===== config.mk =====
export PLATFORM = sky130hd
export DESIGN_NAME = edid_cta_hdr_block_detector_flat
export DESIGN_NICKNAME = d
export VERILOG_FILES = /design/src/rtl/ecta_pkg.sv /design/src/rtl/ecta_if.sv /design/src/rtl/ecta_in_reg.sv /design/src/rtl/ecta_parser.sv /design/src/rtl/ecta_out_reg.sv /design/src/rtl/edid_cta_hdr_block_detector.sv /design/src/flat_wrapper.sv
export SDC_FILE = /design/constraint.sdc
export NUM_CORES = 1
export LEC_CHECK = 0
export ABC_AREA = 1
export BUFFER_PORTS_ARGS = -buffer_cell sky130_fd_sc_hd__buf_2
export CORE_MARGIN = 1.5
export CORE_UTILIZATION = 65
export CTS_BUF_LIST = sky130_fd_sc_hd__clkbuf_16
export CTS_CLUSTER_SIZE = 30
export DETAILED_ROUTE_END_ITERATION = 6
export PLACE_DENSITY_LB_ADDON = 0.05
export SETUP_SLACK_MARGIN = 0.3
export SYNTH_ARGS = -nofsm -noshare
export SYNTH_HDL_FRONTEND = slang
export SYNTH_SLANG_ARGS = --single-unit

===== constraint.sdc =====
create_clock -name clk -period 4.75 [get_ports clk]
set_input_delay 0.7125 -clock clk [delete_from_list [all_inputs] [get_ports clk]]
set_output_delay 0.7125 -clock clk [all_outputs]
set_load 0.01 [all_outputs]

===== src/rtl/ecta_pkg.sv =====
package ecta_pkg;

  localparam int BLOCK_BYTES = 128;
  localparam int POS_W       = $clog2(BLOCK_BYTES);
  localparam int BLK_W       = 9;

  localparam logic [POS_W-1:0] LAST_POS      = POS_W'(BLOCK_BYTES - 1);
  localparam logic [POS_W-1:0] EXT_COUNT_POS = POS_W'(126);
  localparam logic [POS_W-1:0] DTD_POS       = POS_W'(2);
  localparam logic [POS_W-1:0] DBC_START     = POS_W'(4);
  localparam logic [BLK_W-1:0] BLK_MAX       = {BLK_W{1'b1}};

  localparam logic [7:0] CTA_EXT_TAG    = 8'h02;
  localparam logic [2:0] TAG_EXTENDED   = 3'h7;
  localparam logic [7:0] TARGET_DEFAULT = 8'h06;

  typedef struct packed {
    logic [7:0] data_byte;
    logic       last;
  } item_t;

  typedef struct packed {
    logic hdr_found;
    logic too_short;
  } result_t;

  // input register toward the parser
  typedef struct packed {
    logic  valid;
    item_t item;
  } stage_t;

endpackage


===== src/rtl/ecta_if.sv =====
interface ecta_byte_if;
  logic       valid;
  logic       ready;
  logic [7:0] data_byte;
  logic       last;
  modport source (output valid, data_byte, last, input ready);
  modport sink (input valid, data_byte, last, output ready);
endinterface

interface ecta_result_if;
  logic valid;
  logic ready;
  logic hdr_found;
  logic too_short;
  modport source (output valid, hdr_found, too_short, input ready);
  modport sink (input valid, hdr_found, too_short, output ready);
endinterface

interface ecta_cfg_if;
  logic       valid;
  logic       ready;
  logic [7:0] data;
  modport source (output valid, data, input ready);
  modport sink (input valid, data, output ready);
endinterface


===== src/rtl/ecta_in_reg.sv =====
module ecta_in_reg (
  input  logic               clk,
  input  logic               rst,
  ecta_byte_if.sink          edid,
  input  logic               advance,
  output ecta_pkg::stage_t   stage
);

  ecta_pkg::stage_t stage_next;
  logic             take;

  assign edid.ready = !stage.valid || advance;
  assign take       = edid.valid && edid.ready;

  always_comb begin
    stage_next = stage;
    if (take) begin
      stage_next.valid          = 1'b1;
      stage_next.item.data_byte = edid.data_byte;
      stage_next.item.last      = edid.last;
    end else if (advance) begin
      stage_next.valid = 1'b0;
    end
  end

  always_ff @(posedge clk) begin
    if (rst) begin
      stage.valid <= 1'b0;
    end else begin
      stage.valid <= stage_next.valid;
    end
    stage.item <= stage_next.item;
  end

endmodule


===== src/rtl/ecta_parser.sv =====
module ecta_parser (
  input  logic                clk,
  input  logic                rst,
  input  ecta_pkg::stage_t    stage,
  input  logic                advance,
  input  logic [7:0]          target_ext_tag,
  output logic                push,
  output ecta_pkg::result_t   result
);

  logic [ecta_pkg::POS_W-1:0] byte_in_block, byte_in_block_next;
  logic [ecta_pkg::BLK_W-1:0] block_number, block_number_next;
  logic [7:0]                 extension_count, extension_count_next;
  logic                       block_is_cta, block_is_cta_next;
  logic [7:0]                 dtd_offset, dtd_offset_next;
  logic [7:0]                 next_header_pos, next_header_pos_next;
  logic                       ext_tag_pending, ext_tag_pending_next;
  logic                       hit_in_block, hit_in_block_next;
  logic                       found, found_next;

  logic [7:0]                 b;
  logic [ecta_pkg::POS_W-1:0] pos;
  logic [7:0]                 pos8;
  logic                       counted;

  assign b    = stage.item.data_byte;
  assign pos  = byte_in_block;
  assign pos8 = 8'(pos);

  always_comb begin
    block_is_cta_next    = block_is_cta;
    dtd_offset_next      = dtd_offset;
    next_header_pos_next = next_header_pos;
    ext_tag_pending_next = ext_tag_pending;
    hit_in_block_next    = hit_in_block;
    extension_count_next = extension_count;
    block_number_next    = block_number;
    found_next           = found;
    byte_in_block_next   = pos + ecta_pkg::POS_W'(1);

    if (pos == '0) begin
      block_is_cta_next    = (b == ecta_pkg::CTA_EXT_TAG);
      dtd_offset_next      = 8'd0;
      next_header_pos_next = 8'(ecta_pkg::DBC_START);
      ext_tag_pending_next = 1'b0;
      hit_in_block_next    = 1'b0;
    end
    if (block_number == '0 && pos == ecta_pkg::EXT_COUNT_POS) begin
      extension_count_next = b;
    end
    if (pos == ecta_pkg::DTD_POS) begin
      dtd_offset_next = b;
    end

    if (ext_tag_pending_next) begin
      if (b == target_ext_tag) begin
        hit_in_block_next = 1'b1;
      end
      ext_tag_pending_next = 1'b0;
    end

    // header walk over the data block collection
    if (block_is_cta_next && pos >= ecta_pkg::DBC_START && pos8 == next_header_pos_next
        && pos8 < dtd_offset_next) begin
      if (b[7:5] == ecta_pkg::TAG_EXTENDED) begin
        ext_tag_pending_next = 1'b1;
      end
      next_header_pos_next = pos8 + 8'(b[4:0]) + 8'd1;
    end

    counted = hit_in_block_next && block_number != '0
              && block_number <= {1'b0, extension_count_next};
    if (pos == ecta_pkg::LAST_POS) begin
      if (counted) begin
        found_next = 1'b1;
      end
      if (block_number != ecta_pkg::BLK_MAX) begin
        block_number_next = block_number + ecta_pkg::BLK_W'(1);
      end
      byte_in_block_next   = '0;
      ext_tag_pending_next = 1'b0;
    end
  end

  assign push             = advance && stage.item.last;
  assign result.hdr_found = found_next;
  assign result.too_short = (block_number_next == '0);

  always_ff @(posedge clk) begin
    if (rst || push) begin
      byte_in_block   <= '0;
      block_number    <= '0;
      extension_count <= 8'd0;
      block_is_cta    <= 1'b0;
      dtd_offset      <= 8'd0;
      next_header_pos <= 8'(ecta_pkg::DBC_START);
      ext_tag_pending <= 1'b0;
      hit_in_block    <= 1'b0;
      found           <= 1'b0;
    end else if (advance) begin
      byte_in_block   <= byte_in_block_next;
      block_number    <= block_number_next;
      extension_count <= extension_count_next;
      block_is_cta    <= block_is_cta_next;
      dtd_offset      <= dtd_offset_next;
      next_header_pos <= next_header_pos_next;
      ext_tag_pending <= ext_tag_pending_next;
      hit_in_block    <= hit_in_block_next;
      found           <= found_next;
    end
  end

endmodule


===== src/rtl/ecta_out_reg.sv =====
module ecta_out_reg (
  input  logic               clk,
  input  logic               rst,
  input  logic               push,
  input  ecta_pkg::result_t  result_in,
  output logic               can_take,
  ecta_result_if.source      result
);

  logic              valid;
  ecta_pkg::result_t held;

  assign can_take         = !valid || result.ready;
  assign result.valid     = valid;
  assign result.hdr_found = held.hdr_found;
  assign result.too_short = held.too_short;

  always_ff @(posedge clk) begin
    if (rst) begin
      valid <= 1'b0;
    end else if (push) begin
      valid <= 1'b1;
    end else if (result.ready) begin
      valid <= 1'b0;
    end
    if (push) begin
      held <= result_in;
    end
  end

endmodule


===== src/rtl/edid_cta_hdr_block_detector.sv =====
// channel  dir  payload                    accepted when
// edid     in   data_byte[7:0], last       edid.valid && edid.ready
// result   out  hdr_found, too_short       result.valid && result.ready
// cfg      in   data[7:0] (target_ext_tag) cfg.valid && cfg.ready
//
// One byte per cycle unless a last byte is held: input register, then the byte
// parser, which updates its counters and compares; the result is registered.
// rst is synchronous; target_ext_tag resets to 6, parser state to its idle values.
// A last byte waits in the input register only while the result register is full
// and not being taken, and edid is held off meanwhile; otherwise a byte is taken
// every cycle. cfg is always ready.
module edid_cta_hdr_block_detector (
  input  logic          clk,
  input  logic          rst,
  ecta_byte_if.sink     edid,
  ecta_result_if.source result,
  ecta_cfg_if.sink      cfg
);

  ecta_pkg::stage_t  stage;
  ecta_pkg::result_t parsed;
  logic              advance;
  logic              push;
  logic              can_take;
  logic [7:0]        target_ext_tag;

  assign cfg.ready = 1'b1;

  always_ff @(posedge clk) begin
    if (rst) begin
      target_ext_tag <= ecta_pkg::TARGET_DEFAULT;
    end else if (cfg.valid) begin
      target_ext_tag <= cfg.data;
    end
  end

  // a last byte moves on only if the result slot frees up
  assign advance = stage.valid && (!stage.item.last || can_take);

  ecta_in_reg u_in (
    .clk     (clk),
    .rst     (rst),
    .edid    (edid),
    .advance (advance),
    .stage   (stage)
  );

  ecta_parser u_parser (
    .clk            (clk),
    .rst            (rst),
    .stage          (stage),
    .advance        (advance),
    .target_ext_tag (target_ext_tag),
    .push           (push),
    .result         (parsed)
  );

  ecta_out_reg u_out (
    .clk       (clk),
    .rst       (rst),
    .push      (push),
    .result_in (parsed),
    .can_take  (can_take),
    .result    (result)
  );

endmodule


===== src/flat_wrapper.sv =====
// flat-port wrapper written by rule: the top's interface ports become plain ports
module edid_cta_hdr_block_detector_flat 
  (clk, rst, edid_valid, edid_data_byte, edid_last, edid_ready, result_valid, result_hdr_found, result_too_short, result_ready, cfg_valid, cfg_data, cfg_ready);
  ecta_byte_if edid_i ();
  ecta_result_if result_i ();
  ecta_cfg_if cfg_i ();
  input  logic clk;
  input  logic rst;
  input wire logic [$bits(edid_i.valid)-1:0] edid_valid;
  input wire logic [$bits(edid_i.data_byte)-1:0] edid_data_byte;
  input wire logic [$bits(edid_i.last)-1:0] edid_last;
  output wire logic [$bits(edid_i.ready)-1:0] edid_ready;
  output wire logic [$bits(result_i.valid)-1:0] result_valid;
  output wire logic [$bits(result_i.hdr_found)-1:0] result_hdr_found;
  output wire logic [$bits(result_i.too_short)-1:0] result_too_short;
  input wire logic [$bits(result_i.ready)-1:0] result_ready;
  input wire logic [$bits(cfg_i.valid)-1:0] cfg_valid;
  input wire logic [$bits(cfg_i.data)-1:0] cfg_data;
  output wire logic [$bits(cfg_i.ready)-1:0] cfg_ready;
  assign edid_i.valid = edid_valid;
  assign edid_i.data_byte = edid_data_byte;
  assign edid_i.last = edid_last;
  assign edid_ready = edid_i.ready;
  assign result_valid = result_i.valid;
  assign result_hdr_found = result_i.hdr_found;
  assign result_too_short = result_i.too_short;
  assign result_i.ready = result_ready;
  assign cfg_i.valid = cfg_valid;
  assign cfg_i.data = cfg_data;
  assign cfg_ready = cfg_i.ready;
  edid_cta_hdr_block_detector u_core (.clk(clk), .rst(rst), .edid(edid_i), .result(result_i), .cfg(cfg_i));
endmodule

==> impl_metrics.toml <==
[run_status]
status = "finished, final reports clean"

[die]
core.rowCount = 27
dieWidth_um = 80.3
io_pins = 27
core_sq_um = 5640
die_y_um = 80.3
start_util = 0.688
die_area_sq_um = 6440

[timing]
slew_headroom = 0.481
min_period_ps = 3260
fmax_mhz = 307
setup_tns_ps = 0
layout_worst_path_cycle_share = 0.685
finalHoldViolations = 0
finalSetupViolCount = 0
rsz0062_at_grt = "no"
worst_pin_slew_ps = 777
fin_worst_skew_ps = 6.07
report.final.slew_viol_count = 0

[pwr]
power.density_nw_per_um2 = 339
ir_worst_vdd_mv = 0.327
p_leak_nw = 2.09

[global_routing]
grt_pass1_vias = 3386
grt_max_degree = 58
grt.busiest_layer = "met2"
gr-usage-met1 = 0.410
grtUsageTotal = 0.320
grt_pass1_wl_um = 15600
grt_use_met3 = 0.0750
gr-usage-met2 = 0.513
overflow = 0
antenna_found_initial = 0

[critical_path]
critical_path_required_ps = 4980
timing.critical_path.to_type = "register"
crit_path_top_delay_cell = "dfxtp_1"
cp_top_family = "simple AND/OR/NAND/NOR gates"
cp_slowest_stage_delay_ps = 390
crit_type = "register to register"
crit_path_start_kind = "register"
path_cells = "inv_2, nand3_1, nor2_1, nand2_1, nor2_1, a31oi_1, ha_1, a21oi_1, nor2_1, o211ai_1, nand3_1, nor2_4, nand2_4, nand2_1, nand2_1, o21ai_1, inv_1"
path_buf_inv = 2
path_max_fanout = 14
arrival_ps = 3490

[clock_network]
post_cts_buffers = 0
clock-sinks = 65
clkLatencyLatePin_ps = 340
cts_root_buf = "clkbuf_16"
holdBufCountCts = 0
cts_tree = "built"
cts_max_level = 3
ctsResizeCount = 0
cts_buffer_depth = 2
path_clk_slew_ps = 60
cts-buffers-inserted = 9

[placed_design]
port_buffers = 25
finalWeightedCongestion = 0.901
post-dp-hpwl_um = 6440

[finish]
final_cell_mix = "nand2_1 (105), inv_1 (84), dfxtp_1 (54), nor2_1 (43)"
mostFrequentLayoutCell = "nand2_1"
fin_util = 0.769
diodes = 0
nNetsFinal = 603
drive_above_1_share = 0.0980
areaGrowthSynthToFinish_pct = 11.7

[synth]
ys_warn_count = 0
ys_seq_elements = 65
synthesis.area_sq_um = 3880
synth_nets = 580
synth_cell_types = 42
syn_inst = 533
synth_top_area_share = 0.279
synth_top_area_cell = "dfxtp_1"
yosysSeqAreaShare = 0.364
avgSynthCellArea_sq_um = 7.28
synth_area_leaders = "dfxtp_1 (28%), nand2_1 (10%), edfxtp_1 (8.5%)"

[routing]
drcViolationCount = 0
wl_per_cell_um = 14.6
ant_nets = 0
drt_iter0_drc = 294
vias_per_cell = 5.70
wl_um = 9210
drt_pass1_iterations = 5
vias = 3611

[job]
maxCapViolCount = 0

[min_path]
min-delay-path-class = "register to register"
kinds of logic after synthesis:
logic type	count (synthesis)	synth area share
other	1	0.000966
muxes	2	0.00516
and+or+nand+nor	214	0.243
DFF	65	0.364
xor gates and xnor gates	19	0.0429
buffers and inverters	103	0.110
adders and majority gates	25	0.0825
AOI/OAI and AO/OA	104	0.152
final cells by class:
class | count | area (sq um)
fillers | 417 | 1310
clock buffers | 10 | 250
multi-input cells | 365 | 2040
repair buffers | 27 | 140
clock inverters | 6 | 65.1
inverters | 88 | 335
well taps | 72 | 90.1
flip-flops and latches | 65 | 1410
layer usage:
layer	vias up	share of wire
met5	-	0
met4	0	0.023
met3	21	0.075
met2	168	0.45
met1	1625	0.45
li1	1797	-
sequential cells by signal, indices dropped and copies added (netlist names), 7 cells and up:
name	flops
u_core.u_in.stage	10
u_core.u_parser.block_number	9
u_core.target_ext_tag	8
u_core.u_parser.dtd_offset	8
u_core.u_parser.extension_count	8
u_core.u_parser.next_header_pos	8
u_core.u_parser.byte_in_block	7
Yosys cell counts (all sizes together):
cell type	instances
fa	1
nor3b	3
or2	1
o211ai	19
o21bai	1
ha	24
mux2i	2
o2111ai	1
clkbuf	8
nand3	39
a211oi	2
o21a	1
xnor2	2
nand3b	1
xor2	17
dfxtp	54
o21ai	42
a21oi	35
nor2	46
conb	1
clkinv	3
buf	7
nand4	6
inv	85
a31oi	3
nor3	9
nand2	109
edfxtp	11
worst min-delay path: cells and delay by family, from the launching register on:
kind	cells	cell delay, ps
DFF	1	300
and+or+nand+nor	1	60
AOI/OAI and AO/OA	1	60
per-stage QoR:
stage          area [sq um]  cells  hold slack, ps  setup WS (ps)  total power, mW
6_report               4340    633             467           1490             1.47
2_1_floorplan          3880    533             436           2070            0.742
5_1_grt                4340    633             485           1240             1.53
4_1_cts                4340    633             471           1600             1.47
3_3_place_gp           4020    617             448           1660            0.780
3_5_place_dp           4020    617             459           1610            0.787
where the power goes:
group / internal (mW) / total, mW / leakage (nW) / switching [mW]
Clock: 0.437 / 0.690 / 0.154 / 0.252
Combinational: 0.0601 / 0.170 / 1.38 / 0.110
Sequential: 0.587 / 0.610 / 0.550 / 0.0229
final timing paths:
check,start,endpoint,slack [ps],cells past startpoint
worst min-delay path,u_core.u_parser.next_header_pos[0],u_core.u_parser.next_header_pos[0],470,2
worst min register to register,u_core.u_parser.next_header_pos[0],u_core.u_parser.next_header_pos[0],470,2
worst max-delay path,u_core.u_parser.byte_in_block[5],u_core.u_parser.next_header_pos[5],1490,17
worst max register to register,u_core.u_parser.byte_in_block[5],u_core.u_parser.next_header_pos[5],1490,17
(Power assumes the default switching activity.)
